[src/hw/rtl/bba_pkg.sv]
// Buddy allocator package: sizes, codes, entry and request/response types.
// Shared by the sequencer and the top level; no dependencies.
package bba_pkg;

  localparam int LEVELS          = 12;
  localparam int MIN_BLOCK_BYTES = 16;
  localparam int NUM_PAGES       = 32;
  localparam int TOP_LEVEL       = LEVELS - 1;
  localparam int PAGE_SHIFT      = TOP_LEVEL;
  localparam int ADDR_W          = 16;
  localparam int LINK_W          = 17;
  localparam int LVL_W           = $clog2(LEVELS);
  localparam int PG_W            = $clog2(NUM_PAGES);
  localparam int SIZE_W          = 24;
  localparam int BYTES_W         = 21;
  localparam int PAGES_W         = 6;
  localparam int TOTAL_UNITS     = NUM_PAGES * (2 ** TOP_LEVEL);

  // Null link: one past the last unit of the region.
  localparam logic [LINK_W-1:0] NIL = LINK_W'(TOTAL_UNITS);

  localparam logic OP_ALLOC = 1'b0;
  localparam logic OP_FREE  = 1'b1;

  typedef enum logic [1:0] {
    ST_OK        = 2'd0,
    ST_NO_MEM    = 2'd1,
    ST_TOO_LARGE = 2'd2
  } status_t;

  // One entry per minimum-block unit.
  typedef struct packed {
    logic              mark;
    logic [LVL_W-1:0]  tag;
    logic [LINK_W-1:0] nxt;
    logic [LINK_W-1:0] prv;
  } ent_t;

  typedef struct packed {
    logic              op;
    logic [SIZE_W-1:0] size;
    logic [ADDR_W-1:0] addr;
  } req_t;

  typedef struct packed {
    logic [ADDR_W-1:0]  addr;
    status_t            status;
    logic [BYTES_W-1:0] bytes;
    logic [PAGES_W-1:0] pages;
  } rsp_t;

  function automatic logic is_link(input logic [LINK_W-1:0] lnk);
    return lnk < NIL;
  endfunction

  // Smallest level whose block holds the size, saturating at the top level.
  function automatic logic [LVL_W-1:0] level_of(input logic [SIZE_W-1:0] size);
    int cnt;
    cnt = 0;
    for (int l = 0; l < TOP_LEVEL; l++) begin
      if ((64'(MIN_BLOCK_BYTES) << l) < 64'(size)) cnt++;
    end
    return LVL_W'(cnt);
  endfunction

  function automatic logic [BYTES_W-1:0] bytes_of(input logic [LVL_W-1:0] lvl);
    return BYTES_W'(MIN_BLOCK_BYTES) << lvl;
  endfunction

endpackage

[src/hw/rtl/bba_seq.sv]
// Allocate/free sequencer: free-list heads, page map, counters and the
// read-modify-write steps on the entry RAM. Depends on bba_pkg.
module bba_seq (
  input  logic                          clk,
  input  logic                          rst_n,
  input  logic                          start,
  input  bba_pkg::req_t                 req,
  output logic                          ready,
  output logic                          done,
  input  logic                          ack,
  output bba_pkg::rsp_t                 rsp,
  output logic                          ram_we,
  output logic [bba_pkg::ADDR_W-1:0]    ram_waddr,
  output bba_pkg::ent_t                 ram_wdata,
  output logic [bba_pkg::ADDR_W-1:0]    ram_raddr,
  input  bba_pkg::ent_t                 ram_rdata
);

  typedef enum logic [4:0] {
    S_CLEAR, S_IDLE, S_DEC, S_RMW_RD, S_RMW_WR, S_UL_RD, S_UL_CAP, S_UL_X,
    S_PUSH, S_PUSH_W, S_A_CLR, S_A_SPLIT, S_F_BUD, S_F_CHK, S_F_M1, S_F_M2,
    S_F_END, S_F_SUB, S_DONE
  } state_t;

  typedef enum logic [1:0] {K_MARK, K_NEXT, K_PREV, K_NEWPG} kind_t;

  state_t                          state_r, rmw_ret_r, ul_ret_r, push_ret_r;
  kind_t                           rmw_kind_r;
  logic [bba_pkg::LINK_W-1:0]      clr_r;
  bba_pkg::req_t                   req_r;
  logic [bba_pkg::LVL_W-1:0]       level_r, k_r, lv_r, push_lv_r;
  logic [bba_pkg::ADDR_W-1:0]      res_r, fh_r, bud_r, rmw_addr_r, ul_n_r, push_n_r;
  logic [bba_pkg::LINK_W-1:0]      rmw_val_r, ul_p_r, ul_x_r;
  logic                            newpg_r;
  logic [bba_pkg::LINK_W-1:0]      head_r [bba_pkg::LEVELS];
  logic [bba_pkg::NUM_PAGES-1:0]   page_used_r;
  logic [bba_pkg::BYTES_W-1:0]     alloc_tot_r;
  logic [bba_pkg::PAGES_W-1:0]     page_tot_r;
  bba_pkg::status_t                status_r;
  logic [bba_pkg::ADDR_W-1:0]      result_r;

  logic                            hit_found, pg_found;
  logic [bba_pkg::LVL_W-1:0]       hit_k;
  logic [bba_pkg::PG_W-1:0]        pg_idx;
  logic [bba_pkg::ADDR_W-1:0]      bud;
  bba_pkg::ent_t                   mod_ent;

  // Lowest non-empty list at or above the request level, lowest free page.
  always_comb begin
    hit_found = 1'b0;
    hit_k     = '0;
    for (int k = bba_pkg::LEVELS - 1; k >= 0; k--) begin
      if (bba_pkg::LVL_W'(k) >= level_r && bba_pkg::is_link(head_r[k])) begin
        hit_found = 1'b1;
        hit_k     = bba_pkg::LVL_W'(k);
      end
    end
    pg_found = 1'b0;
    pg_idx   = '0;
    for (int p = bba_pkg::NUM_PAGES - 1; p >= 0; p--) begin
      if (!page_used_r[p]) begin
        pg_found = 1'b1;
        pg_idx   = bba_pkg::PG_W'(p);
      end
    end
  end

  assign bud = fh_r ^ (bba_pkg::ADDR_W'(1) << lv_r);

  always_comb begin
    mod_ent = ram_rdata;
    case (rmw_kind_r)
      K_MARK:  mod_ent.mark = rmw_val_r[0];
      K_NEXT:  mod_ent.nxt  = rmw_val_r;
      K_PREV:  mod_ent.prv  = rmw_val_r;
      K_NEWPG: begin
        mod_ent.mark = 1'b0;
        mod_ent.tag  = bba_pkg::LVL_W'(bba_pkg::TOP_LEVEL);
      end
      default: mod_ent = ram_rdata;
    endcase
  end

  always_comb begin
    ram_we    = 1'b0;
    ram_waddr = '0;
    ram_wdata = '0;
    ram_raddr = '0;
    unique case (state_r)
      S_CLEAR: begin
        ram_we    = 1'b1;
        ram_waddr = clr_r[bba_pkg::ADDR_W-1:0];
      end
      S_RMW_RD: ram_raddr = rmw_addr_r;
      S_RMW_WR: begin
        ram_we    = 1'b1;
        ram_waddr = rmw_addr_r;
        ram_wdata = mod_ent;
      end
      S_UL_RD: ram_raddr = ul_n_r;
      S_PUSH_W: begin
        ram_we         = 1'b1;
        ram_waddr      = push_n_r;
        ram_wdata.mark = 1'b1;
        ram_wdata.tag  = push_lv_r;
        ram_wdata.nxt  = head_r[push_lv_r];
        ram_wdata.prv  = bba_pkg::NIL;
      end
      S_F_BUD: ram_raddr = bud;
      default: ram_raddr = '0;
    endcase
  end

  assign ready = (state_r == S_IDLE);
  assign done  = (state_r == S_DONE);
  assign rsp   = '{addr: result_r, status: status_r, bytes: alloc_tot_r,
                   pages: page_tot_r};

  always_ff @(posedge clk) begin
    if (!rst_n) begin
      state_r     <= S_CLEAR;
      clr_r       <= '0;
      page_used_r <= '0;
      alloc_tot_r <= '0;
      page_tot_r  <= '0;
      for (int i = 0; i < bba_pkg::LEVELS; i++) head_r[i] <= bba_pkg::NIL;
    end else begin
      unique case (state_r)
        S_CLEAR: begin
          clr_r <= clr_r + 1'b1;
          if (clr_r == bba_pkg::NIL - 1'b1) state_r <= S_IDLE;
        end
        S_IDLE: begin
          if (start) begin
            req_r   <= req;
            level_r <= bba_pkg::level_of(req.size);
            state_r <= S_DEC;
          end
        end
        S_DEC: begin
          result_r <= '0;
          if (level_r >= bba_pkg::LVL_W'(bba_pkg::TOP_LEVEL)) begin
            status_r <= bba_pkg::ST_TOO_LARGE;
            state_r  <= S_DONE;
          end else if (req_r.op == bba_pkg::OP_ALLOC) begin
            if (hit_found) begin
              status_r <= bba_pkg::ST_OK;
              newpg_r  <= 1'b0;
              res_r    <= head_r[hit_k][bba_pkg::ADDR_W-1:0];
              k_r      <= hit_k;
              ul_n_r   <= head_r[hit_k][bba_pkg::ADDR_W-1:0];
              ul_ret_r <= S_A_CLR;
              state_r  <= S_UL_RD;
            end else if (pg_found) begin
              status_r   <= bba_pkg::ST_OK;
              page_used_r[pg_idx] <= 1'b1;
              page_tot_r <= page_tot_r + 1'b1;
              res_r      <= bba_pkg::ADDR_W'(pg_idx) << bba_pkg::PAGE_SHIFT;
              k_r        <= bba_pkg::LVL_W'(bba_pkg::TOP_LEVEL);
              newpg_r    <= 1'b1;
              state_r    <= S_A_CLR;
            end else begin
              status_r <= bba_pkg::ST_NO_MEM;
              state_r  <= S_DONE;
            end
          end else if (bba_pkg::is_link({1'b0, req_r.addr})) begin
            status_r   <= bba_pkg::ST_OK;
            fh_r       <= req_r.addr;
            lv_r       <= level_r;
            rmw_addr_r <= req_r.addr;
            rmw_kind_r <= K_MARK;
            rmw_val_r  <= bba_pkg::LINK_W'(1);
            rmw_ret_r  <= S_F_BUD;
            state_r    <= S_RMW_RD;
          end else begin
            status_r <= bba_pkg::ST_OK;
            state_r  <= S_DONE;
          end
        end
        S_RMW_RD: state_r <= S_RMW_WR;
        S_RMW_WR: state_r <= rmw_ret_r;
        S_UL_RD:  state_r <= S_UL_CAP;
        S_UL_CAP: begin
          ul_p_r <= ram_rdata.prv;
          ul_x_r <= ram_rdata.nxt;
          if (!bba_pkg::is_link(ram_rdata.prv)) begin
            if (ram_rdata.tag < bba_pkg::LVL_W'(bba_pkg::LEVELS)) begin
              head_r[ram_rdata.tag] <= ram_rdata.nxt;
            end
            state_r <= S_UL_X;
          end else begin
            rmw_addr_r <= ram_rdata.prv[bba_pkg::ADDR_W-1:0];
            rmw_kind_r <= K_NEXT;
            rmw_val_r  <= ram_rdata.nxt;
            rmw_ret_r  <= S_UL_X;
            state_r    <= S_RMW_RD;
          end
        end
        S_UL_X: begin
          if (bba_pkg::is_link(ul_x_r)) begin
            rmw_addr_r <= ul_x_r[bba_pkg::ADDR_W-1:0];
            rmw_kind_r <= K_PREV;
            rmw_val_r  <= ul_p_r;
            rmw_ret_r  <= ul_ret_r;
            state_r    <= S_RMW_RD;
          end else begin
            state_r <= ul_ret_r;
          end
        end
        S_PUSH: begin
          if (bba_pkg::is_link(head_r[push_lv_r])) begin
            rmw_addr_r <= head_r[push_lv_r][bba_pkg::ADDR_W-1:0];
            rmw_kind_r <= K_PREV;
            rmw_val_r  <= {1'b0, push_n_r};
            rmw_ret_r  <= S_PUSH_W;
            state_r    <= S_RMW_RD;
          end else begin
            state_r <= S_PUSH_W;
          end
        end
        S_PUSH_W: begin
          head_r[push_lv_r] <= {1'b0, push_n_r};
          state_r           <= push_ret_r;
        end
        S_A_CLR: begin
          rmw_addr_r <= res_r;
          rmw_kind_r <= newpg_r ? K_NEWPG : K_MARK;
          rmw_val_r  <= '0;
          rmw_ret_r  <= S_A_SPLIT;
          state_r    <= S_RMW_RD;
        end
        S_A_SPLIT: begin
          if (k_r > level_r) begin
            push_n_r   <= res_r + (bba_pkg::ADDR_W'(1) << (k_r - 1'b1));
            push_lv_r  <= k_r - 1'b1;
            k_r        <= k_r - 1'b1;
            push_ret_r <= S_A_SPLIT;
            state_r    <= S_PUSH;
          end else begin
            alloc_tot_r <= alloc_tot_r + bba_pkg::bytes_of(level_r);
            result_r    <= res_r;
            state_r     <= S_DONE;
          end
        end
        S_F_BUD: begin
          if (lv_r < bba_pkg::LVL_W'(bba_pkg::TOP_LEVEL)) begin
            bud_r   <= bud;
            state_r <= S_F_CHK;
          end else begin
            state_r <= S_F_END;
          end
        end
        S_F_CHK: begin
          if (bba_pkg::is_link({1'b0, bud_r}) && ram_rdata.mark && ram_rdata.tag == lv_r) begin
            ul_n_r   <= bud_r;
            ul_ret_r <= S_F_M1;
            state_r  <= S_UL_RD;
          end else begin
            state_r <= S_F_END;
          end
        end
        S_F_M1: begin
          rmw_kind_r <= K_MARK;
          rmw_val_r  <= '0;
          rmw_ret_r  <= S_F_M2;
          state_r    <= S_RMW_RD;
          if (bud_r < fh_r) begin
            rmw_addr_r <= fh_r;
            fh_r       <= bud_r;
          end else begin
            rmw_addr_r <= bud_r;
          end
        end
        S_F_M2: begin
          rmw_addr_r <= fh_r;
          rmw_kind_r <= K_MARK;
          rmw_val_r  <= bba_pkg::LINK_W'(1);
          rmw_ret_r  <= S_F_BUD;
          lv_r       <= lv_r + 1'b1;
          state_r    <= S_RMW_RD;
        end
        S_F_END: begin
          if (lv_r == bba_pkg::LVL_W'(bba_pkg::TOP_LEVEL)) begin
            page_used_r[fh_r[bba_pkg::ADDR_W-1:bba_pkg::PAGE_SHIFT]] <= 1'b0;
            page_tot_r <= page_tot_r - 1'b1;
            rmw_addr_r <= fh_r;
            rmw_kind_r <= K_MARK;
            rmw_val_r  <= '0;
            rmw_ret_r  <= S_F_SUB;
            state_r    <= S_RMW_RD;
          end else begin
            push_n_r   <= fh_r;
            push_lv_r  <= lv_r;
            push_ret_r <= S_F_SUB;
            state_r    <= S_PUSH;
          end
        end
        S_F_SUB: begin
          alloc_tot_r <= alloc_tot_r - bba_pkg::bytes_of(level_r);
          state_r     <= S_DONE;
        end
        S_DONE: begin
          if (ack) state_r <= S_IDLE;
        end
        default: state_r <= S_IDLE;
      endcase
    end
  end

endmodule

[config.mk]
export PLATFORM = sky130hd
export DESIGN_NAME = bba_seq
export DESIGN_NICKNAME = d
export VERILOG_FILES = /design/src/hw/rtl/bba_pkg.sv /design/src/hw/rtl/bba_seq.sv
export SDC_FILE = /design/constraint.sdc
export NUM_CORES = 1
export LEC_CHECK = 0
export ABC_AREA = 1
export BUFFER_PORTS_ARGS = -buffer_cell sky130_fd_sc_hd__buf_4
export CAP_MARGIN = 20
export CORE_MARGIN = 4
export CORE_UTILIZATION = 45
export CTS_CLUSTER_DIAMETER = 80
export CTS_CLUSTER_SIZE = 10
export DETAILED_ROUTE_END_ITERATION = 8
export MAX_ROUTING_LAYER = met4
export SYNTH_ARGS = -nofsm -noshare
export SYNTH_HDL_FRONTEND = slang
export SYNTH_SLANG_ARGS = --single-unit
[constraint.sdc]
create_clock -name clk -period 6.4 [get_ports clk]
set_input_delay 0.32 -clock clk [delete_from_list [all_inputs] [get_ports clk]]
set_output_delay 0.32 -clock clk [all_outputs]
set_load 0.03 [all_outputs]
Word-level counts from Yosys, hierarchy flattened. Memory sizes are Yosys's and may differ from the RTL's. A register that Yosys moved wholly into a read port is not among the register bits. Index checks and enable logic that the tools add are counted.

$add $sub $neg: 18. $lt $le $gt $ge: 47. Eq/ne operators: 43. Shift-type cells: 3. Muxes and demuxes: 253. Bitwise logic cells: 6. Reduce and logical (&&, ||, !) cells: 52.

Operators with widths (count): $mux 5 (55); $mux 16 (17); $mux 4 (66); $lt 17x17->1 const B (15); $mux 17 (10); $mux 32 (5); $pmux 16 s2 (4); $pmux 16 s8 (1); $pmux 17 s7 (1); $pmux 16 s3 (2); $pmux 5 s17 (1); $pmux 39 s2 (1); $pmux 32 s2 (1); $mux 1 (62); $pmux 21 s2 (1); $add 4x2->4 const B (10); $eq 5x4->1 const B (8); $pmux 5 s8 (1); $ne 2x2->1 const B (17); $reduce_or 17->1 (2); $and 32x32->32 (1); $not 32->32 (1); $or 32x32->32 (1); $shl 1x4->16 const A (2); 67 further kinds (137).

Flip-flop bits (word level): 297. Memory bits (writable): 204. Input bits: 84. Memories kept: 1.

Memories: head_r (depth 12, bits a word 17, rd ports 14, clocked after Yosys merged registers in 1, wr ports 12, line bba_seq.sv:35) `logic [bba_pkg::LINK_W-1:0] head_r [bba_pkg::LEVELS];`.

Logic depth before layout (Yosys ltp).
Word-level depth: 52. Depth in mapped cells: 39. Gate-level depth less buffers: 39.

Worst setup path before layout. OpenSTA, ideal clock, no wires.

Path type: input to register. From: input port req[32] (netlist name). To: register level_r[1] (netlist name) (data pin). Setup time: 0.265 ns. Arrival: 5.659 ns. Setup slack: 0.476 ns. Cell stages on the path: 37. Path buffers: 0. Cell sequence: nor2_1 nand2_1 nor2_4 nand2_4 nor2_8 inv_2 nor3_1 nand2_1 ha_1 or2_1 nand2_2 inv_1 ha_1 inv_1 o21ai_2 ha_1 inv_1 o21ai_2 ha_1 inv_1 o21ai_1 ha_1 nand2_1 o21ai_2 ha_1 or2_2 o21ai_1 inv_1 ha_1 o21ai_0 inv_1 ha_1 o21ai_0 inv_1 ha_1 nand2_1 o21ai_0.

Cells in the longest elaborated chain, start to end: 52. Elaborated cells between the ends (all ways): 62.

RTL lines: start, declared (line bba_seq.sv:7) `input bba_pkg::req_t req,`; $lt 5x24->1 (line bba_pkg.sv:61) `if ((64'(MIN_BLOCK_BYTES) << l) < 64'(size)) cnt++;`; $mux 1 (line bba_pkg.sv:61); $mux 4 (line bba_seq.sv:134) `if (start) begin`; $mux 4 (line bba_seq.sv:128) `unique case (state_r)`; $mux 4 (line bba_seq.sv:120) `if (!rst_n) begin`; $add 4x2->4 (line bba_pkg.sv:61); $mux 4 (line bba_pkg.sv:61); $mux 4 (line bba_seq.sv:134); [... 36 more ...]; $mux 4 (line bba_seq.sv:120); $add 4x2->4 (line bba_pkg.sv:61); $mux 4 (line bba_pkg.sv:61); $mux 4 (line bba_seq.sv:134); $mux 4 (line bba_seq.sv:128); $mux 4 (line bba_seq.sv:120); $add 4x2->4 (line bba_pkg.sv:61); $mux 4 * (line bba_pkg.sv:61); end signal, assigned (line bba_seq.sv:136) `level_r <= bba_pkg::level_of(req.size);`; end, declared (line bba_seq.sv:31) `logic [bba_pkg::LVL_W-1:0] level_r, k_r, lv_r, push_lv_r;`.

Every way passes the cells marked *; elsewhere a longest branch is shown, timed or not. The select of a mux whose other input is x is not followed. A chain may end at the register's enable or synchronous reset.

Worst setup path after layout. Ends and elaborated chain as after synthesis.

==> flow_metrics.tcl <==
set metrics [dict create \
    maxCapViolations 0 \
    yosysTopAreaCell "edfxtp_1" \
    port-buffer-count 199 \
    fin_crit_sh_pct 90.1 \
    total_power_mw 8.25 \
    cp-start-kind "input port" \
    ys_async_sr_fraction_pct 0 \
    peakVddDrop_mv 0.210 \
    synthToLayoutAreaGrowth_pct 15.8 \
    die_y_um 274 \
    netlist.area_leader.share_pct 45.3 \
    netlist_area_mm2 0.0319 \
    rsz0062_at_grt "false" \
    min_path_type "input port to register" \
    netlist_instances 3780 \
    worst_path_max_delay_cell "ha_1" \
    cp-end-kind "register" \
    utilization_pct 52.6 \
    layout_min_cycle_time_ps 5770 \
    final_hold_viol_count 0 \
    synth_edf_count 481 \
    htreeDepth 3 \
    drive_gt1_share_pct 10.8 \
    wirelength_um 118000 \
    cp_common_cell "ha_1" \
    pin_count 203 \
    synthTopCellsByArea "edfxtp_1 45%, o21ai_0 7.4%, nor2_1 6.9%" \
    crit_fanout 5 \
    slew_viol_final 0 \
    ys_seq_area_share_pct 50.5 \
    numClockSinks 563 \
    critPathLaunch "req[32]" \
    dieArea_mm2 0.0751 \
    grt_pass1_wl_um 171000 \
    routabilityCongestion 1.00 \
    start_util_pct 45.4 \
    cts_tree "done" \
    powerDensity_mw_per_mm2 224 \
    status "finished, final reports clean" \
    hold_path_startpoint "ack" \
    yosys_warnings 0 \
    drt-vias-per-instance 5.85 \
    p_leak_nw 14.7 \
    critical_path_class "input port to register" \
    core_area_mm2 0.0701 \
    cts-root-buf "clkbuf_16" \
    slew_headroom_pct 22.3 \
    clk_pin_slew_ps 60 \
    setup_viol 0 \
    worst_pin_slew_ps 1140 \
    stdcell_count 4939 \
    required_ps 6740 \
    critPathTopFamily "adder cells" \
    clk_path_buf_depth 3 \
    clock_latency_ps 620 \
    syn_avg_cell_area_um2 8.43 \
    whs_ps 114 \
    drt_iter0_markers 3667 \
    track_usage_pct 31.2 \
    dieWidth_um 274 \
    first_global_vias 26500 \
    layout_commonest_cell "nor2_1" \
    route.detailed.drc 0 \
    final_cell_mix "583 x nor2_1, 521 x nand2_1, 481 x edfxtp_1" \
    cts-buffers-inserted 67 \
    final.setup.tns_ps 0 \
    synth_cell_type_count 68 \
    dr_total_vias 28900 \
    cp.arrival_ps 6110 \
    critical-path-max-stage-delay_ps 330 \
    cp_num_buf_inv 9 \
    r2r-start "level_r[3]" \
    synth_seq_cells 563 \
    nets 4142 \
    dp_cells 4791 \
    drt.antenna.violating_nets 0 \
    grt-ovfl-total 0 \
    num_rows 97 \
    dr.pass1.iters 6 \
    hpwl_um 82900 \
    antenna_found_initial 2 \
    grt_start_max_net_pins 109 \
    fin_skew_ps 24.9 \
    fmax_mhz 173 \
    ys.flop_type "edfxtp_1" \
    wire_per_inst_um 23.8 \
]
==> registers in the layout, summed over array words and instances (netlist names), 5 cells and up, named ones only <==
name,count
alloc_tot_r,18
bud_r,16
clr_r,17
fh_r,16
head_r,272
page_tot_r,6
page_used_r,32
push_n_r,16
req_r,17
res_r,16
result_r,16
rmw_addr_r,16
rmw_ret_r,5
rmw_val_r,17
state_r,5
ul_n_r,16
ul_p_r,17
ul_x_r,17
==> path summary, 6_finish.rpt <==
| kind | endpoint | slack, ps | cells past startpoint |
|---|---|---|---|
| max | level_r[1] | 630 | 38 |
| max reg2reg | alloc_tot_r[18] | 1530 | 28 |
| min | state_r[1] | 110 | 4 |
| min reg2reg | alloc_tot_r[3] | 460 | 2 |
==> power by group <==
part | total (mW) | switching [mW] | internal (mW)
Clock | 3.52 | 1.54 | 1.98
Combinational | 0.637 | 0.449 | 0.188
Sequential | 4.09 | 0.0455 | 4.05
Total | 8.25 | 2.03 | 6.21
==> Yosys cell counts (9+ instances only) <==
master / instances
nor2_1: 588
nand2_1: 522
edfxtp_1: 481
o21ai_0: 473
inv_1: 448
a21oi_1: 248
clkbuf_1: 185
nand3_1: 120
dfxtp_1: 82
ha_1: 82
o221ai_1: 75
nor3_1: 50
o211ai_1: 45
o22ai_1: 44
xor2_1: 44
nand4_1: 26
clkinv_1: 24
o21bai_1: 24
a31oi_1: 17
buf_2: 15
o31ai_1: 14
inv_2: 13
a2111oi_0: 12
xnor2_1: 11
o32ai_1: 10
a221oi_1: 9
nand2_2: 9
o2111ai_1: 9
==> cells by family after synthesis <==
| group | share of synthesized area (%) |
|---|---|
| compound gates | 18.8 |
| xor+xnor | 1.61 |
| fa+ha+maj | 3.35 |
| buf+inv | 8.30 |
| flops | 50.5 |
| other cells | 0.0118 |
| simple gates | 17.5 |
==> per-layer routing <==
metal	wire (µm)	global-route usage, %	part of all wire, %
met1	45700	40.4	39
met2	54000	48.7	46
met3	12700	6.41	11
met4	5340	11.6	4.5
met5	0	-	0
==> worst reg2reg max path, delay by kind of cell (launching register included) <==
family          cells  cell delay (ps)
compound gates     11             1950
xor+xnor            1              180
fa+ha+maj           2              530
buf+inv             6              710
flops               1              550
simple gates        8              840
==> layout make-up <==
class	count	area [µm²]
multi-input cells	2523	13200
diodes	2	5.00
flip-flops and latches	563	16100
fillers	6673	33300
clock buffers	84	1770
repair buffers	333	2690
inverters	486	1830
clock inverters	8	113
well taps	940	1180
==> stage by stage <==
stage,cell area [µm²],setup slack (ps)
finish,36900,635
global route,36900,66.2
CTS,36800,474
detailed placement,34400,-157
global placement,34400,6.13
floorplan,31900,476
==> what timing repair did <==
| item | in CTS | in global routing |
|---|---|---|
| endpoints found under the setup margin | 0 | 1 |
| endpoints found under the hold margin | 51 | 0 |
| buffers inserted | 0 | 0 |
| resized for setup | 0 | 1 |
| hold buffers | 51 | 0 |
Power figures use the tool's default switching activity.
